$ cat config.mk
export PLATFORM = sky130hd
export DESIGN_NAME = fixed_sqrt_16_16_top
export DESIGN_NICKNAME = d
export VERILOG_FILES = /design/src/rtl/fsq_pkg.sv /design/src/rtl/fixed_sqrt_16_16_top.sv /design/src/rtl/fsq_norm.sv /design/src/rtl/fsq_cell.sv /design/src/rtl/fsq_back.sv
export SDC_FILE = /design/constraint.sdc
export NUM_CORES = 1
export LEC_CHECK = 0
export BUFFER_PORTS_ARGS = -buffer_cell sky130_fd_sc_hd__buf_2
export CORE_ASPECT_RATIO = 2
export CORE_MARGIN = 2
export CORE_UTILIZATION = 59
export CTS_BUF_LIST = sky130_fd_sc_hd__clkbuf_8
export CTS_CLUSTER_SIZE = 24
export DETAILED_ROUTE_END_ITERATION = 6
export PLACE_DENSITY = 0.77
export SYNTH_ARGS = -nofsm -noshare
export SYNTH_HDL_FRONTEND = slang
export SYNTH_SLANG_ARGS = --single-unit
$ cat constraint.sdc
create_clock -name clk_i -period 4.8 [get_ports clk_i]
set_input_delay 1.2 -clock clk_i [delete_from_list [all_inputs] [get_ports clk_i]]
set_output_delay 1.2 -clock clk_i [all_outputs]
set_load 0.02 [all_outputs]
$ cat src/rtl/fsq_pkg.sv
// ---------------------------------------------------------------------------
// fsq_pkg: shared types and constants of the fixed-point square root
// Result width, default word sizes and the control word that travels
// down the root chain beside each item.
// ---------------------------------------------------------------------------
package fsq_pkg;

  // Width of the root field on the result stream.
  localparam int unsigned ROOT_BITS = 24;

  // Default word size and fraction size (16.16).
  localparam int unsigned WORD_BITS_DEF = 32;
  localparam int unsigned FRAC_BITS_DEF = 16;

  // Half of the normalizing shift; covers words up to 64 bits.
  localparam int unsigned SHALF_BITS = 5;

  // How the result of an item is formed at the end of the chain.
  typedef enum logic [1:0] {
    KIND_ROOT,   // take the computed root, shifted back
    KIND_ZERO,   // zero or negative radicand
    KIND_ONE     // radicand close to one
  } fsq_kind_e;

  typedef struct packed {
    fsq_kind_e                kind;
    logic [SHALF_BITS-1:0]    shift_half;
  } fsq_ctrl_t;

endpackage

$ cat src/rtl/fixed_sqrt_16_16_top.sv
// ---------------------------------------------------------------------------
// fixed_sqrt_16_16_top: square root of a signed 16.16 fixed-point value
// Streams radicands in and roots out through a chain of digit cells.
// ---------------------------------------------------------------------------
// Usage:
//   Input stream s_axis: one signed radicand per request in tdata.
//   Output stream m_axis: one unsigned root per request in tdata, in the
//   same order as the radicands. Zero or negative input yields 0; input
//   within 2^(FRAC_BITS/2-1) of one yields exactly one.
//   Each radicand passes through the normalize register, one cell per root
//   bit (ITERS = (WORD_BITS-2)/2 + 1 cells) and the scale-back register
//   before its root appears on m_axis.
//   Throughput: one request per cycle while m_axis_tready is high; every
//   cell holds its own item, so up to ITERS + 2 requests are in flight.
//   Reset clears all valid flags; the chain comes up empty and ready.
//   When the receiver stalls, results pile up cell by cell from the output
//   backwards; s_axis_tready drops only once every cell is occupied.
// ---------------------------------------------------------------------------
module fixed_sqrt_16_16_top #(
  parameter int unsigned WORD_BITS = fsq_pkg::WORD_BITS_DEF,
  parameter int unsigned FRAC_BITS = fsq_pkg::FRAC_BITS_DEF
) (
  input  logic                                 clk_i,
  input  logic                                 rst_ni,
  input  logic                                 s_axis_tvalid,
  output logic                                 s_axis_tready,
  input  logic [((WORD_BITS+7)/8)*8-1:0]       s_axis_tdata,  // radicand
  output logic                                 m_axis_tvalid,
  input  logic                                 m_axis_tready,
  output logic [fsq_pkg::ROOT_BITS-1:0]        m_axis_tdata   // root
);

  localparam int unsigned ITERS = ((WORD_BITS - 2) >> 1) + 1;
  localparam int unsigned CNTW  = $clog2(ITERS + 3);

  logic [ITERS:0]       cell_valid;
  logic [ITERS:0]       cell_ready;
  logic [WORD_BITS-1:0] cell_rem  [ITERS+1];
  logic [WORD_BITS-1:0] cell_z    [ITERS+1];
  fsq_pkg::fsq_ctrl_t   cell_ctrl [ITERS+1];

  fsq_norm #(
    .WORD_BITS (WORD_BITS),
    .FRAC_BITS (FRAC_BITS)
  ) u_norm (
    .clk_i      (clk_i),
    .rst_ni     (rst_ni),
    .valid_i    (s_axis_tvalid),
    .ready_o    (s_axis_tready),
    .radicand_i (s_axis_tdata[WORD_BITS-1:0]),
    .valid_o    (cell_valid[0]),
    .ready_i    (cell_ready[0]),
    .rem_o      (cell_rem[0]),
    .ctrl_o     (cell_ctrl[0])
  );

  assign cell_z[0] = '0;

  for (genvar k = 0; k < ITERS; k++) begin : g_cell
    fsq_cell #(
      .WORD_BITS (WORD_BITS),
      .ITERS     (ITERS),
      .STEP      (k)
    ) u_cell (
      .clk_i   (clk_i),
      .rst_ni  (rst_ni),
      .valid_i (cell_valid[k]),
      .ready_o (cell_ready[k]),
      .rem_i   (cell_rem[k]),
      .z_i     (cell_z[k]),
      .ctrl_i  (cell_ctrl[k]),
      .valid_o (cell_valid[k+1]),
      .ready_i (cell_ready[k+1]),
      .rem_o   (cell_rem[k+1]),
      .z_o     (cell_z[k+1]),
      .ctrl_o  (cell_ctrl[k+1])
    );
  end

  fsq_back #(
    .WORD_BITS (WORD_BITS),
    .FRAC_BITS (FRAC_BITS)
  ) u_back (
    .clk_i   (clk_i),
    .rst_ni  (rst_ni),
    .valid_i (cell_valid[ITERS]),
    .ready_o (cell_ready[ITERS]),
    .z_i     (cell_z[ITERS]),
    .ctrl_i  (cell_ctrl[ITERS]),
    .valid_o (m_axis_tvalid),
    .ready_i (m_axis_tready),
    .root_o  (m_axis_tdata)
  );

  // Requests in flight, for checking occupancy of the chain.
  logic [CNTW-1:0] inflight_q, inflight_d;
  logic            in_fire, out_fire;

  assign in_fire  = s_axis_tvalid && s_axis_tready;
  assign out_fire = m_axis_tvalid && m_axis_tready;

  always_comb begin
    inflight_d = inflight_q;
    if (in_fire && !out_fire) begin
      inflight_d = inflight_q + CNTW'(1);
    end else if (!in_fire && out_fire) begin
      inflight_d = inflight_q - CNTW'(1);
    end
  end

  always_ff @(posedge clk_i or negedge rst_ni) begin
    if (!rst_ni) begin
      inflight_q <= '0;
    end else begin
      inflight_q <= inflight_d;
    end
  end

  // Every request in flight occupies exactly one stage.
  a_occupancy: assert property (@(posedge clk_i) disable iff (!rst_ni)
    32'(inflight_q) == $countones({cell_valid, m_axis_tvalid}))
    else $error("chain occupancy does not match accepted requests");

  // Input back-pressure only when the whole chain is full and stalled.
  a_stall_full: assert property (@(posedge clk_i) disable iff (!rst_ni)
    !s_axis_tready |-> (m_axis_tvalid && !m_axis_tready && (&cell_valid)))
    else $error("input stalled while the chain has room");

  // A held result moves on only when taken.
  a_drain: assert property (@(posedge clk_i) disable iff (!rst_ni)
    (m_axis_tvalid && !m_axis_tready) |=> m_axis_tvalid)
    else $error("result dropped without a handshake");

endmodule

$ cat src/rtl/fsq_norm.sv
// ---------------------------------------------------------------------------
// fsq_norm: classify and normalize the radicand
// Flags zero, negative and near-one inputs, then shifts the radicand left
// by an even amount so that its leading one sits in the top two bits below
// the sign.
// ---------------------------------------------------------------------------
module fsq_norm #(
  parameter int unsigned WORD_BITS = fsq_pkg::WORD_BITS_DEF,
  parameter int unsigned FRAC_BITS = fsq_pkg::FRAC_BITS_DEF
) (
  input  logic                 clk_i,
  input  logic                 rst_ni,
  input  logic                 valid_i,
  output logic                 ready_o,
  input  logic [WORD_BITS-1:0] radicand_i,
  output logic                 valid_o,
  input  logic                 ready_i,
  output logic [WORD_BITS-1:0] rem_o,
  output fsq_pkg::fsq_ctrl_t   ctrl_o
);

  localparam int unsigned MSBW = $clog2(WORD_BITS);
  localparam int unsigned HALF = FRAC_BITS >> 1;
  localparam logic [64:0] ONE_W  = 65'd1 << FRAC_BITS;
  localparam logic [64:0] EPS_W  = 65'd1 << (HALF - 1);
  localparam logic [64:0] ONE_LO = ONE_W - EPS_W;
  localparam logic [64:0] ONE_HI = ONE_W + EPS_W;
  localparam logic [MSBW-1:0] LEAD = MSBW'(WORD_BITS - 2);

  logic                 valid_q;
  logic [WORD_BITS-1:0] rem_q, rem_d;
  fsq_pkg::fsq_ctrl_t   ctrl_q, ctrl_d;

  logic [MSBW-1:0] msb;
  logic [MSBW-1:0] gap;
  logic [MSBW-1:0] shift;
  logic [64:0]     val_w;

  assign ready_o = !valid_q || ready_i;

  always_comb begin
    msb = '0;
    for (int i = 0; i < WORD_BITS; i++) begin
      if (radicand_i[i]) begin
        msb = MSBW'(i);
      end
    end
    gap   = LEAD - msb;
    shift = {gap[MSBW-1:1], 1'b0};
    val_w = 65'(radicand_i);
    rem_d = radicand_i << shift;
    ctrl_d.shift_half = fsq_pkg::SHALF_BITS'(gap >> 1);
    if (radicand_i[WORD_BITS-1] || (radicand_i == '0)) begin
      ctrl_d.kind = fsq_pkg::KIND_ZERO;
    end else if ((val_w >= ONE_LO) && (val_w <= ONE_HI)) begin
      ctrl_d.kind = fsq_pkg::KIND_ONE;
    end else begin
      ctrl_d.kind = fsq_pkg::KIND_ROOT;
    end
  end

  always_ff @(posedge clk_i or negedge rst_ni) begin
    if (!rst_ni) begin
      valid_q <= 1'b0;
    end else if (ready_o) begin
      valid_q <= valid_i;
    end
  end

  always_ff @(posedge clk_i) begin
    if (ready_o && valid_i) begin
      rem_q  <= rem_d;
      ctrl_q <= ctrl_d;
    end
  end

  assign valid_o = valid_q;
  assign rem_o   = rem_q;
  assign ctrl_o  = ctrl_q;

endmodule

$ cat src/rtl/fsq_cell.sv
// ---------------------------------------------------------------------------
// fsq_cell: one digit of the restoring square root
// Tries the next root bit against the partial remainder, keeps it when the
// remainder allows, and hands remainder and partial root to the next cell.
// ---------------------------------------------------------------------------
module fsq_cell #(
  parameter int unsigned WORD_BITS = fsq_pkg::WORD_BITS_DEF,
  parameter int unsigned ITERS     = 16,
  parameter int unsigned STEP      = 0
) (
  input  logic                 clk_i,
  input  logic                 rst_ni,
  input  logic                 valid_i,
  output logic                 ready_o,
  input  logic [WORD_BITS-1:0] rem_i,
  input  logic [WORD_BITS-1:0] z_i,
  input  fsq_pkg::fsq_ctrl_t   ctrl_i,
  output logic                 valid_o,
  input  logic                 ready_i,
  output logic [WORD_BITS-1:0] rem_o,
  output logic [WORD_BITS-1:0] z_o,
  output fsq_pkg::fsq_ctrl_t   ctrl_o
);

  // Weight of the root bit decided in this cell.
  localparam logic [WORD_BITS-1:0] M =
    {{(WORD_BITS-1){1'b0}}, 1'b1} << (2 * (ITERS - 1 - STEP));

  logic                 valid_q;
  logic [WORD_BITS-1:0] rem_q, rem_d;
  logic [WORD_BITS-1:0] z_q, z_d;
  fsq_pkg::fsq_ctrl_t   ctrl_q;
  logic [WORD_BITS:0]   trial;

  assign ready_o = !valid_q || ready_i;

  always_comb begin
    trial = {1'b0, z_i} + {1'b0, M};
    if ({1'b0, rem_i} >= trial) begin
      rem_d = rem_i - trial[WORD_BITS-1:0];
      z_d   = (z_i >> 1) + M;
    end else begin
      rem_d = rem_i;
      z_d   = z_i >> 1;
    end
  end

  always_ff @(posedge clk_i or negedge rst_ni) begin
    if (!rst_ni) begin
      valid_q <= 1'b0;
    end else if (ready_o) begin
      valid_q <= valid_i;
    end
  end

  always_ff @(posedge clk_i) begin
    if (ready_o && valid_i) begin
      rem_q  <= rem_d;
      z_q    <= z_d;
      ctrl_q <= ctrl_i;
    end
  end

  assign valid_o = valid_q;
  assign rem_o   = rem_q;
  assign z_o     = z_q;
  assign ctrl_o  = ctrl_q;

endmodule

$ cat src/rtl/fsq_back.sv
// ---------------------------------------------------------------------------
// fsq_back: scale the root back and hold the result
// Undoes the normalizing shift on the integer root, substitutes the fixed
// answers for zero and near-one inputs, and drives the result register.
// ---------------------------------------------------------------------------
module fsq_back #(
  parameter int unsigned WORD_BITS = fsq_pkg::WORD_BITS_DEF,
  parameter int unsigned FRAC_BITS = fsq_pkg::FRAC_BITS_DEF
) (
  input  logic                          clk_i,
  input  logic                          rst_ni,
  input  logic                          valid_i,
  output logic                          ready_o,
  input  logic [WORD_BITS-1:0]          z_i,
  input  fsq_pkg::fsq_ctrl_t            ctrl_i,
  output logic                          valid_o,
  input  logic                          ready_i,
  output logic [fsq_pkg::ROOT_BITS-1:0] root_o
);

  localparam int unsigned RB   = fsq_pkg::ROOT_BITS;
  localparam int unsigned XW   = (WORD_BITS > RB) ? WORD_BITS : RB;
  localparam int unsigned HALF = FRAC_BITS >> 1;
  localparam logic [fsq_pkg::SHALF_BITS-1:0] HALF_S = fsq_pkg::SHALF_BITS'(HALF);
  localparam logic [64:0] ONE_W = 65'd1 << FRAC_BITS;

  logic          valid_q;
  logic [RB-1:0] root_q, root_d;
  logic [XW-1:0] zx;
  logic [XW-1:0] shifted;

  assign ready_o = !valid_q || ready_i;

  always_comb begin
    zx = XW'(z_i);
    if (ctrl_i.shift_half >= HALF_S) begin
      shifted = zx >> (ctrl_i.shift_half - HALF_S);
    end else begin
      shifted = zx << (HALF_S - ctrl_i.shift_half);
    end
    case (ctrl_i.kind)
      fsq_pkg::KIND_ROOT: root_d = shifted[RB-1:0];
      fsq_pkg::KIND_ONE:  root_d = ONE_W[RB-1:0];
      default:            root_d = '0;
    endcase
  end

  always_ff @(posedge clk_i or negedge rst_ni) begin
    if (!rst_ni) begin
      valid_q <= 1'b0;
    end else if (ready_o) begin
      valid_q <= valid_i;
    end
  end

  always_ff @(posedge clk_i) begin
    if (ready_o && valid_i) begin
      root_q <= root_d;
    end
  end

  assign valid_o = valid_q;
  assign root_o  = root_q;

endmodule

* After elaboration in Yosys (flattened, before gate mapping) *
Index checks and enable logic that the tools add are counted.
Widths: inputs -> output; s select.

word-level totals
  register bits = 1168
  bits of input ports = 36
  logic and storage cells = 294

operators by class
  add/subtract/negate cells = 48
  $lt $le $gt $ge = 19
  equal/unequal tests = 1
  shifts and indexed selects = 3
  muxes and demuxes = 65
  reduce and logical (&&, ||, !) cells = 58

operator list
  cell                    count
  $mux 31                 16
  $ge 32x33->1            15
  $mux 32                 15
  $sub 32x32->32          14
  $mux 5                  30
  $pmux 24 s2             1
  $add 32x1->33 const B   1
  $add 32x11->33 const B  1
  $add 32x13->33 const B  1
  $add 32x15->33 const B  1
  $add 32x17->33 const B  1
  $add 32x19->33 const B  1
  $add 32x21->33 const B  1
  $add 32x23->33 const B  1
  $add 32x25->33 const B  1
  $add 32x27->33 const B  1
  $add 32x29->33 const B  1
  $add 32x3->33 const B   1
  $add 32x5->33 const B   1
  $add 32x7->33 const B   1
  $add 32x9->33 const B   1
  $add 31x1->32 const B   1
  $add 31x11->32 const B  1
  $add 31x13->32 const B  1
  32 further kinds        85

* Depth between registers and ports, before layout *
  word-level depth = 33
  gate-level depth with buffers = 16
  mapped depth without buffers = 15

* Cells and area by module *
Synthesis repeated with hierarchy kept, for this count alone.

second synthesis, totals
  cells, all modules = 8605
  area total of the unflattened synthesis = 86968.4 µm²

by module, submodules not included
  module                         instances  cells each  area each (µm²)  seq. area each (µm²)
  fsq_cell at g_cell[15].u_cell  1          529         5427.7           2157.1
  fsq_cell at g_cell[12].u_cell  1          566         5403.9           2157.1
  fsq_cell at g_cell[10].u_cell  1          537         5353.9           2157.1
  fsq_cell at g_cell[11].u_cell  1          505         5273.8           2157.1
  fsq_cell at g_cell[8].u_cell   1          520         5272.6           2157.1
  fsq_cell at g_cell[13].u_cell  1          557         5241.3           2157.1
  fsq_cell at g_cell[14].u_cell  1          540         5188.7           2157.1
  fsq_cell at g_cell[9].u_cell   1          513         5029.8           2157.1
  fsq_cell at g_cell[4].u_cell   1          448         4924.7           2157.1
  fsq_cell at g_cell[5].u_cell   1          465         4902.2           2157.1
  fsq_cell at g_cell[7].u_cell   1          493         4830.9           2157.1
  fsq_cell at g_cell[3].u_cell   1          432         4817.1           2157.1
  fsq_cell at g_cell[6].u_cell   1          475         4729.5           2157.1
  fsq_cell at g_cell[0].u_cell   1          403         4560.6           2157.1
  5 more rows                    n/a        n/a         n/a              n/a

* Least setup slack after synthesis *
No wires, ideal clock.

  kind = input to register
  start = in m_axis_tready
  end = reg g_cell[8].u_cell.ctrl_q (netlist bit g_cell[8].u_cell.ctrl_o[0]) (enable)
  arrival time = 5.259 ns
  required time = 4.276 ns
  setup slack = -0.982 ns
  stages = 6
  buffers on the path = 0
  path through = nor2b_1 -> nand3_1 -> nor2_1 -> and2_1 -> and3_1 -> a21boi_0

between the ends
  cells in the longest elaborated chain, start to end = 10

RTL lines
  element                         RTL line                    source
  from (decl)                     fixed_sqrt_16_16_top.sv:29  input logic m_axis_tready,
  $logic_or 1x1->1                fsq_back.sv:32              assign ready_o = !valid_q || ready_i;
  $logic_or 1x1->1 (8 in series)  fsq_cell.sv:35              assign ready_o = !valid_q || ready_i;
  $logic_and 1x1->1               fsq_cell.sv:57              if (ready_o && valid_i) begin
  to (signal assigned)            fsq_cell.sv:60              ctrl_q <= ctrl_i;
  to (decl)                       fsq_cell.sv:32              fsq_pkg::fsq_ctrl_t ctrl_q;

No other way between the ends.
A chain may end at the register's enable or synchronous reset.

* Worst setup path after layout *
  start = in m_axis_tready
  end = out s_axis_tready

between the ends
  cells in the longest elaborated chain, start to end = 18

RTL lines
  element                          RTL line                    source
  $logic_or 1x1->1                 fsq_back.sv:32
  $logic_or 1x1->1 (16 in series)  fsq_cell.sv:35
  $logic_or 1x1->1                 fsq_norm.sv:39              assign ready_o = !valid_q || ready_i;
  to (decl)                        fixed_sqrt_16_16_top.sv:26  output logic s_axis_tready,

No other way between the ends.

==> metrics.cfg <==
[clock_tree]
cts_buffers=101
postCtsResizedCells=0
root_buffer=clkbuf_8
clk_pin_slew_ns=0.07
cts_tree=built
cts_buffer_depth=3
post_cts_buffers=0
clock_latency_ns=0.75
htree_levels=3
clkSinkCount=792
hold_buffers=0

[critical_path]
critPathKind=in -> out
cpMostUsedCell=buf_2
cp_slowest_cell=nor2_1
cp_cell_sequence=buf_2 > nor2b_1 > nand3_1 > nor2_1 > nand2_1 > nor3_1 > buf_4 > nand4_1 > buf_2
required_ns=3.60
rr_worst_depth=10
cp-end-kind=output port
cp-start-kind=input port
arrival_ns=3.20
worstPathMaxFanout=5
crit_path_max_incr_delay_ns=0.29

[pwr]
p_per_area_mw_per_mm2=515
finalPower_mw=21.1
internal_power_mw=14.3
vdd_drop_max_mv=0.269
p_clk_frac=0.241
p_comb_frac=0.267
switching_share=0.325
leakage_nw=15.6
p_sw_mw=6.87
seq_power_share=0.492

[cells_and_area]
multi_input_area_mm2=0.0125
final_cells=3976
area_delta_synth_final_pct=10.2
area.sequential_mm2=0.0237
nets=3288
layout-drive-gt1-share=0.120
fillers=4402

[synthesis]
synth_nets=3113
synthTopCellsByArea=edfxtp_1, ha_1, xor2_1
synth_most_common_cell=edfxtp_1
synth_area_mm2=0.0372
async_flop_share=0.0227
yosys-top-cells-count=edfxtp_1, nor2_1, nand2_1
ys.flop_type=edfxtp_1
synthCells=2925
synth_cell_types=86
yosysWarnings=0
yosys.area.top_type_share=0.625
syn_area_per_cell_um2=12.7
ys_seq_area_frac=0.637
synth_top_cell_by_area=edfxtp_1
synth_seq_cells=792
synth_edf_count=774

[place]
portBuffers=61
globalplace.congestion=0.935
post-place-cells=3789
hpwl_um=69800

[grt]
grt-ovfl-total=0
grt_max_degree=54
grt_pass1_vias=25400
grt.total_usage=0.274
antenna_found_initial=1
grt_first_pass_wirelength_um=135000

[floorplanning]
die_w_um=182
die_area_mm2=0.0652
die_h_um=359
num_rows=130
ioPinCount=62
initial_core_util=0.594
core-area_mm2=0.0626

[timing]
grt_setup_unrepaired=false
fin_skew_ns=0.0524
max-slew-margin-rel=-0.0249
worst_slew_pin_slew_ns=1.52
fin_crit_ns=4.40
report.final.slew_viol_count=2
finalSetupViolations=0
post-route-period-util=0.916
setup_tns_ns=0
hold_violations=0
fmax_mhz=227

[drt]
firstDrtPassIters=5
antenna_left=0
viasPerCell=6.03
vias=24000
drt_iter0_drc=1495
wl_per_cell_um=22.3
routed_wl_um=88700
drc=0

[outcome]
status=finished with violations
violations=max-capacitance violations, max-slew violations

[hold_path]
holdCritPathClass=in -> async

[job]
max_cap_viol_count=1

through the flow:
| step | hold WS [ns] | setup slack [ns] | cell area, µm² | util |
|---|---|---|---|---|
| finish | 0.396 | 0.403 | 41000 | 0.655 |
| global route | 0.388 | 0.0351 | 41000 | 0.655 |
| CTS | 0.332 | 0.424 | 41000 | 0.655 |
| detailed placement | 0.405 | -0.358 | 38900 | 0.621 |
| global placement | 0.401 | -0.362 | 38900 | 0.621 |
| floorplan | 0.400 | 0.261 | 37200 | - |
registers in the layout, indices dropped and copies added (netlist names):
name and cells:
u_back.valid_o 1, u_norm.rem_o 32, u_back.root_o 24, g_cell.u_cell.rem_o 480
u_norm.ctrl_o 6, g_cell.u_cell.valid_o 16, g_cell.u_cell.ctrl_o 96, g_cell.u_cell.z_o 136
u_norm.valid_o 1
critical path, delay by kind of cell:
kind / cells / cell delay [ns]
buffers and inverters: 3 / 0.57
AND/OR/NAND/NOR: 6 / 1.41
worst paths after layout:
path	startpoint	to	slack [ns]
max	m_axis_tready	s_axis_tready	0.40
min	rst_ni	u_norm.valid_o$_DFFE_PN0N_	0.40
max reg2reg	g_cell[9].u_cell.rem_o[13]$_DFFE_PP_	g_cell[10].u_cell.rem_o[28]$_DFFE_PP_	0.61
min reg2reg	g_cell[5].u_cell.ctrl_o[3]$_DFFE_PP_	g_cell[6].u_cell.ctrl_o[3]$_DFFE_PP_	0.41
max in group asynchronous	rst_ni	g_cell[14].u_cell.valid_o$_DFFE_PN0P_	4.08
min in group clk_i	g_cell[5].u_cell.ctrl_o[3]$_DFFE_PP_	g_cell[6].u_cell.ctrl_o[3]$_DFFE_PP_	0.41
cell usage in the layout (no fill, tap or decap), types with 22 or more instances in the layout:
| cell | instances |
|---|---|
| edfxtp_1 | 774 |
| nor2_1 | 232 |
| inv_1 | 216 |
| nand2_1 | 202 |
| ha_1 | 152 |
| o21ai_0 | 148 |
| a21oi_1 | 141 |
| xor2_1 | 109 |
| clkbuf_8 | 106 |
| nor3_1 | 87 |
| nor4_1 | 84 |
| xnor2_1 | 82 |
| buf_4 | 81 |
| buf_2 | 61 |
| mux2i_1 | 51 |
| nand3_1 | 49 |
| nand2b_1 | 44 |
| o21a_1 | 38 |
| a21o_1 | 37 |
| or3_1 | 32 |
| nand4_1 | 31 |
| nor2b_1 | 26 |
| mux2_2 | 26 |
| a211oi_1 | 25 |
| o31ai_1 | 22 |
power by group through the flow:
stage / registers [mW] / clock network [mW] / logic (mW)
floorplan: 10.2 / 0 / 4.09
global placement: 10.4 / 0 / 5.40
detailed placement: 10.5 / 0 / 5.60
CTS: 10.4 / 5.14 / 5.63
global route: 10.5 / 5.41 / 6.23
finish: 10.4 / 5.09 / 5.65
final cells by class:
| class | count | area share |
|---|---|---|
| Antenna cell | 1 | 0.0000610 |
| Timing Repair Buffer | 143 | 0.0228 |
| Sequential cell | 792 | 0.578 |
| Multi-Input combinational cell | 1861 | 0.306 |
| Clock buffer | 106 | 0.0356 |
| Clock inverter | 80 | 0.0154 |
| Tap cell | 792 | 0.0242 |
| Inverter | 201 | 0.0184 |
cell families after synthesis:
logic type / synth area share
adder cells (fa/ha/maj): 0.0511
buffers and inverters: 0.0288
flip-flops: 0.637
XOR/XNOR: 0.0461
multiplexers: 0.0250
AO/OA/AOI/OAI: 0.0926
AND/OR/NAND/NOR: 0.120
routing by layer:
| metal | GRT usage | routed length, µm | up-vias |
|---|---|---|---|
| met5 | 0 | 0 | - |
| met4 | 0.232 | 8530 | 0 |
| li1 | - | - | 11300 |
| met2 | 0.578 | 53100 | 704 |
| met3 | 0.0381 | 2850 | 314 |
| met1 | 0.198 | 24200 | 11700 |
(Power assumes the default switching activity.)
